**config.mk**
```make
export PLATFORM = sky130hd
export DESIGN_NAME = rgb_to_hsl_convert_flat
export DESIGN_NICKNAME = d
export VERILOG_FILES = /design/src/rtl/rgbhsl_pkg.sv /design/src/rtl/rgbhsl_pix_if.sv /design/src/rtl/rgbhsl_hsl_if.sv /design/src/rtl/rgbhsl_prep.sv /design/src/rtl/rgbhsl_div_cell.sv /design/src/rtl/rgbhsl_div_chain.sv /design/src/rtl/rgb_to_hsl_convert.sv /design/src/flat_wrapper.sv
export SDC_FILE = /design/constraint.sdc
export NUM_CORES = 2
export LEC_CHECK = 0
export BUFFER_PORTS_ARGS = -buffer_cell sky130_fd_sc_hd__buf_2
export CAP_MARGIN = 20
export CORE_MARGIN = 5
export CORE_UTILIZATION = 30
export CTS_BUF_LIST = sky130_fd_sc_hd__clkbuf_4
export DETAILED_ROUTE_END_ITERATION = 10
export MAX_ROUTING_LAYER = met4
export SLEW_MARGIN = 0
export SYNTH_ARGS = -nofsm -noshare
export SYNTH_HDL_FRONTEND = slang
export SYNTH_SLANG_ARGS = --single-unit
```
**constraint.sdc**
```tcl
create_clock -name clk -period 17.5 [get_ports clk]
set_clock_uncertainty 0.1 [all_clocks]
set_input_delay 2.625 -clock clk [delete_from_list [all_inputs] [get_ports clk]]
set_output_delay 2.625 -clock clk [all_outputs]
set_load 0.02 [all_outputs]
```
**src/rtl/rgbhsl_pkg.sv**
```systemverilog
// Shared widths, constants and types for the RGB to HSL converter.
package rgbhsl_pkg;

  localparam int IN_W = 8;
  localparam int HUE_W = 15;
  localparam int PCT_W = 14;

  localparam int HUE_FRAC_BITS_DEF = 6;
  localparam int PCT_FRAC_BITS_DEF = 7;

  localparam int HUE_NUM_W = 17;
  localparam int SAT_NUM_W = 15;
  localparam int LIT_NUM_W = 16;
  localparam int LIT_DEN_W = 9;

  localparam int CHAN_MAX = 255;
  localparam int LIT_DEN = 510;
  localparam int PCT_SCALE = 100;
  localparam int HUE_FULL = 360;
  localparam int DEG_60 = 60;
  localparam int DEG_120 = 120;
  localparam int DEG_240 = 240;
  localparam int DEG_360 = 360;

  typedef enum logic [2:0] {
    HUE_GRAY,
    HUE_RED_POS,
    HUE_RED_NEG,
    HUE_GREEN,
    HUE_BLUE
  } hue_case_t;

endpackage

```
**src/rtl/rgbhsl_pix_if.sv**
```systemverilog
// Handshake interface that carries one RGB pixel.
interface rgbhsl_pix_if;
  logic                         valid;
  logic                         ready;
  logic [rgbhsl_pkg::IN_W-1:0]  red;
  logic [rgbhsl_pkg::IN_W-1:0]  green;
  logic [rgbhsl_pkg::IN_W-1:0]  blue;

  modport source(output valid, output red, output green, output blue, input ready);
  modport sink(input valid, input red, input green, input blue, output ready);
endinterface

```
**src/rtl/rgbhsl_hsl_if.sv**
```systemverilog
// Handshake interface that carries one HSL result.
interface rgbhsl_hsl_if;
  logic                          valid;
  logic                          ready;
  logic [rgbhsl_pkg::HUE_W-1:0]  hue;
  logic [rgbhsl_pkg::PCT_W-1:0]  saturation;
  logic [rgbhsl_pkg::PCT_W-1:0]  lightness;

  modport source(output valid, output hue, output saturation, output lightness,
                 input ready);
  modport sink(input valid, input hue, input saturation, input lightness,
               output ready);
endinterface

```
**src/rtl/rgbhsl_prep.sv**
```systemverilog
// Two front stages: channel extremes, then the dividends of the three quotients and the hue and saturation divisors.
module rgbhsl_prep #(
  parameter int HUE_FRAC_BITS = rgbhsl_pkg::HUE_FRAC_BITS_DEF,
  parameter int PCT_FRAC_BITS = rgbhsl_pkg::PCT_FRAC_BITS_DEF,
  parameter int HNW = rgbhsl_pkg::HUE_NUM_W + HUE_FRAC_BITS,
  parameter int SNW = rgbhsl_pkg::SAT_NUM_W + PCT_FRAC_BITS,
  parameter int LNW = rgbhsl_pkg::LIT_NUM_W + PCT_FRAC_BITS
) (
  input  logic                           clk,
  input  logic [1:0]                     en,
  input  logic [rgbhsl_pkg::IN_W-1:0]    red,
  input  logic [rgbhsl_pkg::IN_W-1:0]    green,
  input  logic [rgbhsl_pkg::IN_W-1:0]    blue,
  output logic [HNW-1:0]                 hue_num,
  output logic [rgbhsl_pkg::IN_W-1:0]    hue_den,
  output logic [SNW-1:0]                 sat_num,
  output logic [rgbhsl_pkg::IN_W-1:0]    sat_den,
  output logic [LNW-1:0]                 lit_num
);

  localparam int InW = rgbhsl_pkg::IN_W;
  localparam int HnW = rgbhsl_pkg::HUE_NUM_W;
  localparam int SnW = rgbhsl_pkg::SAT_NUM_W;
  localparam int LnW = rgbhsl_pkg::LIT_NUM_W;
  localparam int SumW = InW + 1;

  logic [InW-1:0]        mx_nxt, mn_nxt;
  rgbhsl_pkg::hue_case_t sel_nxt;

  logic [InW-1:0]        red_r, green_r, blue_r, mx_r, mn_r;
  rgbhsl_pkg::hue_case_t sel_r;

  logic [InW-1:0]        dlt;
  logic [SumW-1:0]       sum;
  logic [HnW-1:0]        hnum;
  logic [HnW-1:0]        dx, rx, gx, bx;
  logic [SumW-1:0]       far;

  logic [HNW-1:0]        hue_num_nxt;
  logic [InW-1:0]        hue_den_nxt;
  logic [SNW-1:0]        sat_num_nxt;
  logic [InW-1:0]        sat_den_nxt;
  logic [LNW-1:0]        lit_num_nxt;

  logic [HNW-1:0]        hue_num_r;
  logic [InW-1:0]        hue_den_r;
  logic [SNW-1:0]        sat_num_r;
  logic [InW-1:0]        sat_den_r;
  logic [LNW-1:0]        lit_num_r;

  always_comb begin
    mx_nxt = red;
    mn_nxt = red;
    if (green > mx_nxt) mx_nxt = green;
    if (blue > mx_nxt) mx_nxt = blue;
    if (green < mn_nxt) mn_nxt = green;
    if (blue < mn_nxt) mn_nxt = blue;
    if (mx_nxt == mn_nxt) begin
      sel_nxt = rgbhsl_pkg::HUE_GRAY;
    end else if (mx_nxt == red) begin
      sel_nxt = (green >= blue) ? rgbhsl_pkg::HUE_RED_POS : rgbhsl_pkg::HUE_RED_NEG;
    end else if (mx_nxt == green) begin
      sel_nxt = rgbhsl_pkg::HUE_GREEN;
    end else begin
      sel_nxt = rgbhsl_pkg::HUE_BLUE;
    end
  end

  always_ff @(posedge clk) begin
    if (en[0]) begin
      red_r   <= red;
      green_r <= green;
      blue_r  <= blue;
      mx_r    <= mx_nxt;
      mn_r    <= mn_nxt;
      sel_r   <= sel_nxt;
    end
  end

  always_comb begin
    dlt = mx_r - mn_r;
    sum = SumW'(mx_r) + SumW'(mn_r);
    dx  = HnW'(dlt);
    rx  = HnW'(red_r);
    gx  = HnW'(green_r);
    bx  = HnW'(blue_r);
    case (sel_r)
      rgbhsl_pkg::HUE_GRAY:    hnum = '0;
      rgbhsl_pkg::HUE_RED_POS: hnum = HnW'(rgbhsl_pkg::DEG_60) * (gx - bx);
      rgbhsl_pkg::HUE_RED_NEG: hnum = HnW'(rgbhsl_pkg::DEG_360) * dx
                                      - HnW'(rgbhsl_pkg::DEG_60) * (bx - gx);
      rgbhsl_pkg::HUE_GREEN:   hnum = HnW'(rgbhsl_pkg::DEG_120) * dx
                                      + HnW'(rgbhsl_pkg::DEG_60) * bx
                                      - HnW'(rgbhsl_pkg::DEG_60) * rx;
      rgbhsl_pkg::HUE_BLUE:    hnum = HnW'(rgbhsl_pkg::DEG_240) * dx
                                      + HnW'(rgbhsl_pkg::DEG_60) * rx
                                      - HnW'(rgbhsl_pkg::DEG_60) * gx;
      default:                 hnum = '0;
    endcase

    far = SumW'(rgbhsl_pkg::LIT_DEN) - sum;
    hue_num_nxt = HNW'(hnum) << HUE_FRAC_BITS;
    lit_num_nxt = LNW'(LnW'(sum) * LnW'(rgbhsl_pkg::PCT_SCALE)) << PCT_FRAC_BITS;
    if (sel_r == rgbhsl_pkg::HUE_GRAY) begin
      hue_den_nxt = InW'(1);
      sat_num_nxt = '0;
      sat_den_nxt = InW'(1);
    end else begin
      hue_den_nxt = dlt;
      sat_num_nxt = SNW'(SnW'(dlt) * SnW'(rgbhsl_pkg::PCT_SCALE)) << PCT_FRAC_BITS;
      sat_den_nxt = (sum <= SumW'(rgbhsl_pkg::CHAN_MAX)) ? sum[InW-1:0] : far[InW-1:0];
    end
  end

  always_ff @(posedge clk) begin
    if (en[1]) begin
      hue_num_r <= hue_num_nxt;
      hue_den_r <= hue_den_nxt;
      sat_num_r <= sat_num_nxt;
      sat_den_r <= sat_den_nxt;
      lit_num_r <= lit_num_nxt;
    end
  end

  assign hue_num = hue_num_r;
  assign hue_den = hue_den_r;
  assign sat_num = sat_num_r;
  assign sat_den = sat_den_r;
  assign lit_num = lit_num_r;

endmodule

```
**src/rtl/rgbhsl_div_cell.sv**
```systemverilog
// One restoring division step that yields a single quotient bit.
module rgbhsl_div_cell #(
  parameter int DW = rgbhsl_pkg::IN_W,
  parameter int QW = rgbhsl_pkg::HUE_W
) (
  input  logic          clk,
  input  logic          en,
  input  logic [DW-1:0] rem_i,
  input  logic [QW-1:0] low_i,
  input  logic [DW-1:0] den_i,
  output logic [DW-1:0] rem_o,
  output logic [QW-1:0] low_o,
  output logic [DW-1:0] den_o
);

  logic [DW:0]   trial;
  logic [DW:0]   diff;
  logic          take;
  logic [DW-1:0] rem_nxt;
  logic [QW-1:0] low_nxt;

  logic [DW-1:0] rem_r;
  logic [QW-1:0] low_r;
  logic [DW-1:0] den_r;

  always_comb begin
    trial   = {rem_i, low_i[QW-1]};
    diff    = trial - {1'b0, den_i};
    take    = trial >= {1'b0, den_i};
    rem_nxt = take ? diff[DW-1:0] : trial[DW-1:0];
    low_nxt = {low_i[QW-2:0], take};
  end

  always_ff @(posedge clk) begin
    if (en) begin
      rem_r <= rem_nxt;
      low_r <= low_nxt;
      den_r <= den_i;
    end
  end

  assign rem_o = rem_r;
  assign low_o = low_r;
  assign den_o = den_r;

endmodule

```
**src/rtl/rgbhsl_div_chain.sv**
```systemverilog
// Row of division cells that turns a dividend and divisor into a QW-bit quotient.
module rgbhsl_div_chain #(
  parameter int DW = rgbhsl_pkg::IN_W,
  parameter int NW = rgbhsl_pkg::HUE_NUM_W,
  parameter int QW = rgbhsl_pkg::HUE_W
) (
  input  logic          clk,
  input  logic [QW-1:0] en,
  input  logic [NW-1:0] num,
  input  logic [DW-1:0] den,
  output logic [QW-1:0] quot
);

  logic [DW-1:0] rem_w [QW+1];
  logic [QW-1:0] low_w [QW+1];
  logic [DW-1:0] den_w [QW+1];

  assign rem_w[0] = DW'(num >> QW);
  assign low_w[0] = num[QW-1:0];
  assign den_w[0] = den;

  for (genvar k = 0; k < QW; k++) begin : g_cell
    rgbhsl_div_cell #(
      .DW(DW),
      .QW(QW)
    ) u_cell (
      .clk  (clk),
      .en   (en[k]),
      .rem_i(rem_w[k]),
      .low_i(low_w[k]),
      .den_i(den_w[k]),
      .rem_o(rem_w[k+1]),
      .low_o(low_w[k+1]),
      .den_o(den_w[k+1])
    );
  end

  assign quot = low_w[QW];

endmodule

```
**src/rtl/rgb_to_hsl_convert.sv**
```systemverilog
// Top level of the RGB to HSL converter: front stages, three divider chains and flow control.
// One pixel enters per clock unless the pipeline is full and its output stalled. Two front
// stages find the channel extremes and form the dividends, then the restoring divider chains
// resolve one quotient bit per cell into a QB-bit quotient, QB being the quotient width of
// the widest result (15 bits at the default fraction widths). Every stage holds its own valid
// bit and advances into an empty slot, so a stalled output only blocks input once the whole
// pipeline is full.
module rgb_to_hsl_convert #(
  parameter int HUE_FRAC_BITS = rgbhsl_pkg::HUE_FRAC_BITS_DEF,
  parameter int PCT_FRAC_BITS = rgbhsl_pkg::PCT_FRAC_BITS_DEF
) (
  input  logic         clk,
  input  logic         rst_n,
  rgbhsl_pix_if.sink   in_pix,
  rgbhsl_hsl_if.source out_hsl
);

  localparam int InW    = rgbhsl_pkg::IN_W;
  localparam int HueW   = rgbhsl_pkg::HUE_W;
  localparam int PctW   = rgbhsl_pkg::PCT_W;
  localparam int HueLim = rgbhsl_pkg::HUE_FULL << HUE_FRAC_BITS;
  localparam int PctLim = rgbhsl_pkg::PCT_SCALE << PCT_FRAC_BITS;
  localparam int HueQ   = $clog2(HueLim + 1);
  localparam int PctQ   = $clog2(PctLim + 1);
  localparam int QB     = (HueQ > PctQ) ? HueQ : PctQ;
  localparam int HNR    = rgbhsl_pkg::HUE_NUM_W + HUE_FRAC_BITS;
  localparam int SNR    = rgbhsl_pkg::SAT_NUM_W + PCT_FRAC_BITS;
  localparam int LNR    = rgbhsl_pkg::LIT_NUM_W + PCT_FRAC_BITS;
  localparam int HNW    = (HNR > QB) ? HNR : QB;
  localparam int SNW    = (SNR > QB) ? SNR : QB;
  localparam int LNW    = (LNR > QB) ? LNR : QB;
  localparam int LdW    = rgbhsl_pkg::LIT_DEN_W;
  localparam int Stages = QB + 2;

  logic [Stages-1:0] valid_r;
  logic [Stages-1:0] load;
  logic [Stages-1:0] next_ready;
  logic [Stages-1:0] valid_in;

  logic [HNW-1:0] hue_num;
  logic [InW-1:0] hue_den;
  logic [SNW-1:0] sat_num;
  logic [InW-1:0] sat_den;
  logic [LNW-1:0] lit_num;

  logic [QB-1:0] q_hue;
  logic [QB-1:0] q_sat;
  logic [QB-1:0] q_lit;

  for (genvar k = 0; k < Stages; k++) begin : g_flow
    if (k == Stages - 1) begin : g_last
      assign next_ready[k] = out_hsl.ready;
    end else begin : g_mid
      assign next_ready[k] = load[k+1];
    end
    assign load[k] = !valid_r[k] || next_ready[k];
  end

  assign valid_in = {valid_r[Stages-2:0], in_pix.valid};

  always_ff @(posedge clk) begin
    if (!rst_n) begin
      valid_r <= '0;
    end else begin
      for (int k = 0; k < Stages; k++) begin
        if (load[k]) valid_r[k] <= valid_in[k];
      end
    end
  end

  rgbhsl_prep #(
    .HUE_FRAC_BITS(HUE_FRAC_BITS),
    .PCT_FRAC_BITS(PCT_FRAC_BITS),
    .HNW(HNW),
    .SNW(SNW),
    .LNW(LNW)
  ) u_prep (
    .clk    (clk),
    .en     (load[1:0]),
    .red    (in_pix.red),
    .green  (in_pix.green),
    .blue   (in_pix.blue),
    .hue_num(hue_num),
    .hue_den(hue_den),
    .sat_num(sat_num),
    .sat_den(sat_den),
    .lit_num(lit_num)
  );

  rgbhsl_div_chain #(
    .DW(InW),
    .NW(HNW),
    .QW(QB)
  ) u_hue_div (
    .clk (clk),
    .en  (load[Stages-1:2]),
    .num (hue_num),
    .den (hue_den),
    .quot(q_hue)
  );

  rgbhsl_div_chain #(
    .DW(InW),
    .NW(SNW),
    .QW(QB)
  ) u_sat_div (
    .clk (clk),
    .en  (load[Stages-1:2]),
    .num (sat_num),
    .den (sat_den),
    .quot(q_sat)
  );

  rgbhsl_div_chain #(
    .DW(LdW),
    .NW(LNW),
    .QW(QB)
  ) u_lit_div (
    .clk (clk),
    .en  (load[Stages-1:2]),
    .num (lit_num),
    .den (LdW'(rgbhsl_pkg::LIT_DEN)),
    .quot(q_lit)
  );

  assign in_pix.ready       = load[0];
  assign out_hsl.valid      = valid_r[Stages-1];
  assign out_hsl.hue        = HueW'(q_hue);
  assign out_hsl.saturation = PctW'(q_sat);
  assign out_hsl.lightness  = PctW'(q_lit);

  a_reset_empty: assert property (@(posedge clk)
    !rst_n |=> (valid_r == '0))
    else $error("Pipeline holds a valid item right after reset.");

  a_full_when_blocked: assert property (@(posedge clk) disable iff (!rst_n)
    !in_pix.ready |-> ($countones(valid_r) == Stages))
    else $error("Input is blocked while the pipeline still has an empty stage.");

  a_hue_range: assert property (@(posedge clk) disable iff (!rst_n)
    out_hsl.valid |-> (32'(q_hue) <= HueLim))
    else $error("Hue quotient exceeds the full circle.");

  a_pct_range: assert property (@(posedge clk) disable iff (!rst_n)
    out_hsl.valid |-> ((32'(q_sat) <= PctLim) && (32'(q_lit) <= PctLim)))
    else $error("Saturation or lightness quotient exceeds one hundred percent.");

endmodule
```
**src/flat_wrapper.sv**
```systemverilog
// flat-port wrapper written by rule: the top's interface ports become plain ports
module rgb_to_hsl_convert_flat 
#(
  parameter int HUE_FRAC_BITS = rgbhsl_pkg::HUE_FRAC_BITS_DEF,
  parameter int PCT_FRAC_BITS = rgbhsl_pkg::PCT_FRAC_BITS_DEF
)
  (clk, rst_n, in_pix_valid, in_pix_red, in_pix_green, in_pix_blue, in_pix_ready, out_hsl_valid, out_hsl_hue, out_hsl_saturation, out_hsl_lightness, out_hsl_ready);
  rgbhsl_pix_if in_pix_i ();
  rgbhsl_hsl_if out_hsl_i ();
  input  logic clk;
  input  logic rst_n;
  input wire logic [$bits(in_pix_i.valid)-1:0] in_pix_valid;
  input wire logic [$bits(in_pix_i.red)-1:0] in_pix_red;
  input wire logic [$bits(in_pix_i.green)-1:0] in_pix_green;
  input wire logic [$bits(in_pix_i.blue)-1:0] in_pix_blue;
  output wire logic [$bits(in_pix_i.ready)-1:0] in_pix_ready;
  output wire logic [$bits(out_hsl_i.valid)-1:0] out_hsl_valid;
  output wire logic [$bits(out_hsl_i.hue)-1:0] out_hsl_hue;
  output wire logic [$bits(out_hsl_i.saturation)-1:0] out_hsl_saturation;
  output wire logic [$bits(out_hsl_i.lightness)-1:0] out_hsl_lightness;
  input wire logic [$bits(out_hsl_i.ready)-1:0] out_hsl_ready;
  assign in_pix_i.valid = in_pix_valid;
  assign in_pix_i.red = in_pix_red;
  assign in_pix_i.green = in_pix_green;
  assign in_pix_i.blue = in_pix_blue;
  assign in_pix_ready = in_pix_i.ready;
  assign out_hsl_valid = out_hsl_i.valid;
  assign out_hsl_hue = out_hsl_i.hue;
  assign out_hsl_saturation = out_hsl_i.saturation;
  assign out_hsl_lightness = out_hsl_i.lightness;
  assign out_hsl_i.ready = out_hsl_ready;
  rgb_to_hsl_convert #(.HUE_FRAC_BITS(HUE_FRAC_BITS), .PCT_FRAC_BITS(PCT_FRAC_BITS)) u_core (.clk(clk), .rst_n(rst_n), .in_pix(in_pix_i), .out_hsl(out_hsl_i));
endmodule
```
# Word level (Yosys, flattened, before mapping)
# Cells that the tools add are included.
# totals
latch_bits	0
rom_bits	0
out_inout_bits	45
in_bits	28
regBits	1208
memories	0
mem_bits_rw	0
# classes
addsub	52
multipliers	10
eq_ne	7
n_bitwise	0
mux	51
n_lt_le_gt_ge	51
div_mod_pow	0
reduce_logical	35
shift	0
# op_table
operator	n
$mux 8	33
$ge 9x8->1	29
$sub 8x8->8	29
$ge 10x9->1 const B	14
$mux 9	14
$sub 9x9->9 const B	14
$pmux 17 s4	1
$mul 4x8->12 const A	5
$mul 4x17->15 const A	2
$eq 8x8->1	3
$sub 8x8->9	2
$add 16x14->17	1
$logic_not 1->1	17
$logic_or 1x1->1	17
$sub 16x14->17	1
$sub 17x14->17	1
$sub 17x17->17	1
$add 15x14->16	1
$ge 8x8->1	2
$gt 8x8->1	2
$lt 8x8->1	2
$mul 6x8->14 const A	1
$mul 9x5->14 const B	1
$mul 8x5->13 const B	1
other kinds (10)	12

# Longest topological paths before layout
# depth
depth_word	18
ltp_mapped	30
depth_no_buf	30

# Modules after synthesis
# Synthesis repeated with hierarchy kept, for this count alone.
# hier_totals
hier_cells	6380
area_unflattened_um2	84981.5
# by_module_without_submodules
module	cells_per_inst	area_per_inst_um2	n_inst
rgbhsl_div_cell (u_core.u_hue_div.g_cell[0].u_cell ...)	97	1470.2	24
rgbhsl_div_cell (u_core.u_lit_div.g_cell[0].u_cell ...)	119	1664.1	15
rgbhsl_prep	1572	15238.4	1
rgbhsl_div_cell (u_core.u_sat_div.g_cell[0].u_cell ...)	100	1451.4	6
rgb_to_hsl_convert	93	782.0	1
rgbhsl_div_chain (u_core.u_lit_div ...)	1	3.8	2

# Least setup slack after synthesis
# OpenSTA, ideal clock, no wires.
# synth_path
kind	input -> output
start	in out_hsl_ready
end	out in_pix_ready
cell_stages	10
arrival_time_ps	8049
slack_ps	6726
path_buffers	0
path_cell_list	nor2b_1 > and2_2 > inv_1 > nor2_1 > and2_2 > inv_1 > nor3_1 > and3_1 > and2_2 > nand3_1
# synth_via
elab_chain_cells	17
# synth_lines
item	line	rtl
start: declaration	flat_wrapper.sv:21	input wire logic [$bits(out_hsl_i.ready)-1:0] out_hsl_ready;
$logic_or 1x1->1 (2 in a row)	rgb_to_hsl_convert.sv:56	assign load[k] = !valid_r[k] || next_ready[k];
named net u_core.load[15]	rgb_to_hsl_convert.sv:36	logic [Stages-1:0] load;
$logic_or 1x1->1 (4 in a row)	rgb_to_hsl_convert.sv:56	
named net u_core.load[11]	rgb_to_hsl_convert.sv:36	
$logic_or 1x1->1 (11 in a row)	rgb_to_hsl_convert.sv:56	
end: declaration	flat_wrapper.sv:16	output wire logic [$bits(in_pix_i.ready)-1:0] in_pix_ready;
# The timed path passes the listed nets, and every way through them passes these cells.

# Worst setup path after layout
# Ends and elaborated chain as after synthesis.

==> flow_metrics.tcl <==
set metrics [dict create \
    final_area_mm2 0.0619 \
    synth_compound_area_share_pct 9.96 \
    cts_sinks 1013 \
    yosysTopAreaCell "edfxtp_1" \
    pin_count 73 \
    start_util_pct 30.2 \
    synth_top_family_by_area "adder cells" \
    clk_pin_slew_ns 0.07 \
    grt_pass1_vias 34700 \
    wl_um 101000 \
    hold_depth 0 \
    grt_pass1_wl_um 167000 \
    dp_hpwl_um 76500 \
    finalWeightedCongestion 0.866 \
    synth-edff-count 996 \
    ff2ff_setup_slack_ns 10.50 \
    hp-class "reg2reg" \
    synthSimpleGateAreaFrac_pct 8.18 \
    synthTopCellsByCount "996 x edfxtp_1, 656 x inv_1, 520 x ha_1" \
    regToRegEndpoint "u_core.u_prep.hue_num[21]" \
    endpoint_kind "output port" \
    placed_cell_area_mm2 0.0587 \
    min_from "u_core.u_hue_div.g_cell[9].u_cell.low_o[9]" \
    fin_tns_setup_ns 0 \
    rsz0062_at_grt "false" \
    worst_setup_path_start_kind "input port" \
    synthXorXnorAreaFrac_pct 4.59 \
    max_freq_mhz 113 \
    yosysMostFrequentCell "edfxtp_1" \
    ys_seq_area_share_pct 54.7 \
    setup_viol 0 \
    vias_per_cell 4.46 \
    synth_cell_types 85 \
    nNetsFinal 5540 \
    grt_max_degree 70 \
    post_cts_resized 0 \
    yosys.area_share.adder_pct 17.0 \
    tightest_slew_ns 1.03 \
    synthMuxAreaShare_pct 0.697 \
    syn-num-nets 5212 \
    hold_viol 0 \
    outcome "completed" \
    cts_buffers 277 \
    row_count 157 \
    area_growth_pct 12.0 \
    grt_overflow_total 0 \
    synth_async_sr_flop_share_pct 0 \
    core_area_mm2 0.183 \
    timing.final.max_slew_violations 0 \
    crit_fanout 45 \
    via_count 33300 \
    reg2regPathDepth 26 \
    multi_input_area_mm2 0.0224 \
    antenna_found_initial 3 \
    yosysWarnings 0 \
    syn_inst 4519 \
    synth_top_area_share_pct 54.1 \
    worstPathArrival_ns 6.12 \
    firstDrtPassIters 5 \
    ctsHoldBuffers 0 \
    finalCritPeriodShare_pct 50.6 \
    io_buffers 72 \
    synth.avg_cell_area_um2 12.2 \
    die-area_mm2 0.193 \
    clk_latency_ns 1.20 \
    drtAntennaViolNets 0 \
    fillCellCount 18100 \
    htreeDepth 5 \
    post_cts_buffers 0 \
    hold_path_end "u_core.u_hue_div.g_cell[10].u_cell.low_o[10]" \
    clk_path_buf_depth 4 \
    ys_dominant_reg_cell "edfxtp_1" \
    die_w_um 439 \
    synth_area_mm2 0.0553 \
    min_period_ns 8.85 \
    wl_per_cell_um 13.5 \
    gr-usage-all-layers_pct 10.8 \
    register_area_mm2 0.0302 \
    slew_headroom_pct 31.6 \
    cap_viol_max_count 0 \
    synthTopCellsByArea "edfxtp_1 54%, ha_1 12%, fa_1 5.3%" \
    tritoncts "done" \
    post-route-drc-count 0 \
    die_h_um 439 \
    root_buffer "clkbuf_4" \
    drt_iter0_markers 1457 \
    drive_gt1_share_pct 11.4 \
    critical_path_required_ns 14.78 \
    path_class "in2out" \
    synth-seq-cells 1013 \
    reg2reg_from "u_core.u_prep.mx_r[0]" \
]
metal layers:
layer	wire length, um	vias up	global-route usage [%]
li1	-	16700	-
met1	42400	15700	12.0
met2	51400	613	19.0
met3	4170	234	2.21
met4	2800	0	4.47
met5	0	-	-
worst max-delay path: stages:
cell	delay, ns
buf_2	0.11
nor2b_1	0.19
and2_2	0.28
clkinv_2	0.34
nor2_1	0.31
and2_2	0.25
inv_2	0.14
nor3_1	0.68
and3_1	0.31
and2_2	0.23
nand3_2	0.08
buf_4	0.29
buf_2	0.25
state kept, by name, indices dropped and copies added, names as in the netlist, 11 cells and up:
register and cells:
u_core.u_hue_div.g_cell.u_cell.den_o 98, u_core.u_hue_div.g_cell.u_cell.low_o 141, u_core.u_hue_div.g_cell.u_cell.rem_o 112, u_core.u_lit_div.g_cell.u_cell.low_o 120
u_core.u_lit_div.g_cell.u_cell.rem_o 90, u_core.u_prep.hue_num 15, u_core.u_prep.lit_num 14, u_core.u_prep.sat_num 11
u_core.u_sat_div.g_cell.u_cell.den_o 112, u_core.u_sat_div.g_cell.u_cell.low_o 113, u_core.u_sat_div.g_cell.u_cell.rem_o 112, u_core.valid_r 17
worst max-delay path by stage:
| stage | slack (ns) | end | start | cells after the start |
|---|---|---|---|---|
| finish | 8.65 | in_pix_ready | out_hsl_ready | 13 |
| CTS | 8.53 | in_pix_ready | out_hsl_ready | 13 |
| floorplan | 6.73 | in_pix_ready | out_hsl_ready | 10 |
| detailed placement | 8.53 | in_pix_ready | out_hsl_ready | 13 |
| global placement | 8.56 | in_pix_ready | out_hsl_ready | 13 |
| global route | 8.29 | in_pix_ready | out_hsl_ready | 13 |
cell usage in the layout (no fill, tap or decap), types with 57 or more instances in the layout:
master      n
nor2_1    273
o21ai_0   279
edfxtp_1  996
ha_1      520
o31ai_1    57
xnor2_1   175
nor2b_1    96
a21o_1     75
clkbuf_4  375
nand4_1    63
xor2_1    115
buf_2      72
a21oi_1   199
nand2_1   262
a21boi_0   82
inv_1     647
fa_1      145
final cells by class:
class / count / share of cell area, %
multi-input combinational: 2802 / 36.2
clock inverter: 49 / 0.453
antenna: 9 / 0.0364
sequential: 1013 / 48.9
clock buffer: 375 / 4.55
tap: 2464 / 4.98
inverter: 656 / 3.98
timing repair buffer: 97 / 0.952
per-stage QoR:
| stage | worst slack (ns) | cells | util (%) | hold WS [ns] |
|---|---|---|---|---|
| 6_report | 8.65 | 7465 | 33.8 | 0.249 |
| 5_1_grt | 8.29 | 7465 | 33.8 | 0.238 |
| 4_1_cts | 8.53 | 7453 | 33.7 | 0.221 |
| 3_5_place_dp | 8.53 | 7029 | 32.0 | 0.305 |
| 3_3_place_gp | 8.56 | 7028 | 32.0 | 0.301 |
| 2_1_floorplan | 6.73 | 4519 | - | 0.300 |
cell families (layout without fill, tap and decap cells):
logic type	Yosys count	in the layout
adder cells (fa/ha/maj)	665	665
AND/OR/NAND/NOR	947	947
flip-flops	1013	1013
AO/OA/AOI/OAI	865	865
multiplexers	35	35
XOR/XNOR	290	290
buffers and inverters	704	1177
other	0	9
Power is left out: the tool's default activity adds up to more than one toggle a clock period on the data nets, which glitch-free logic cannot reach.
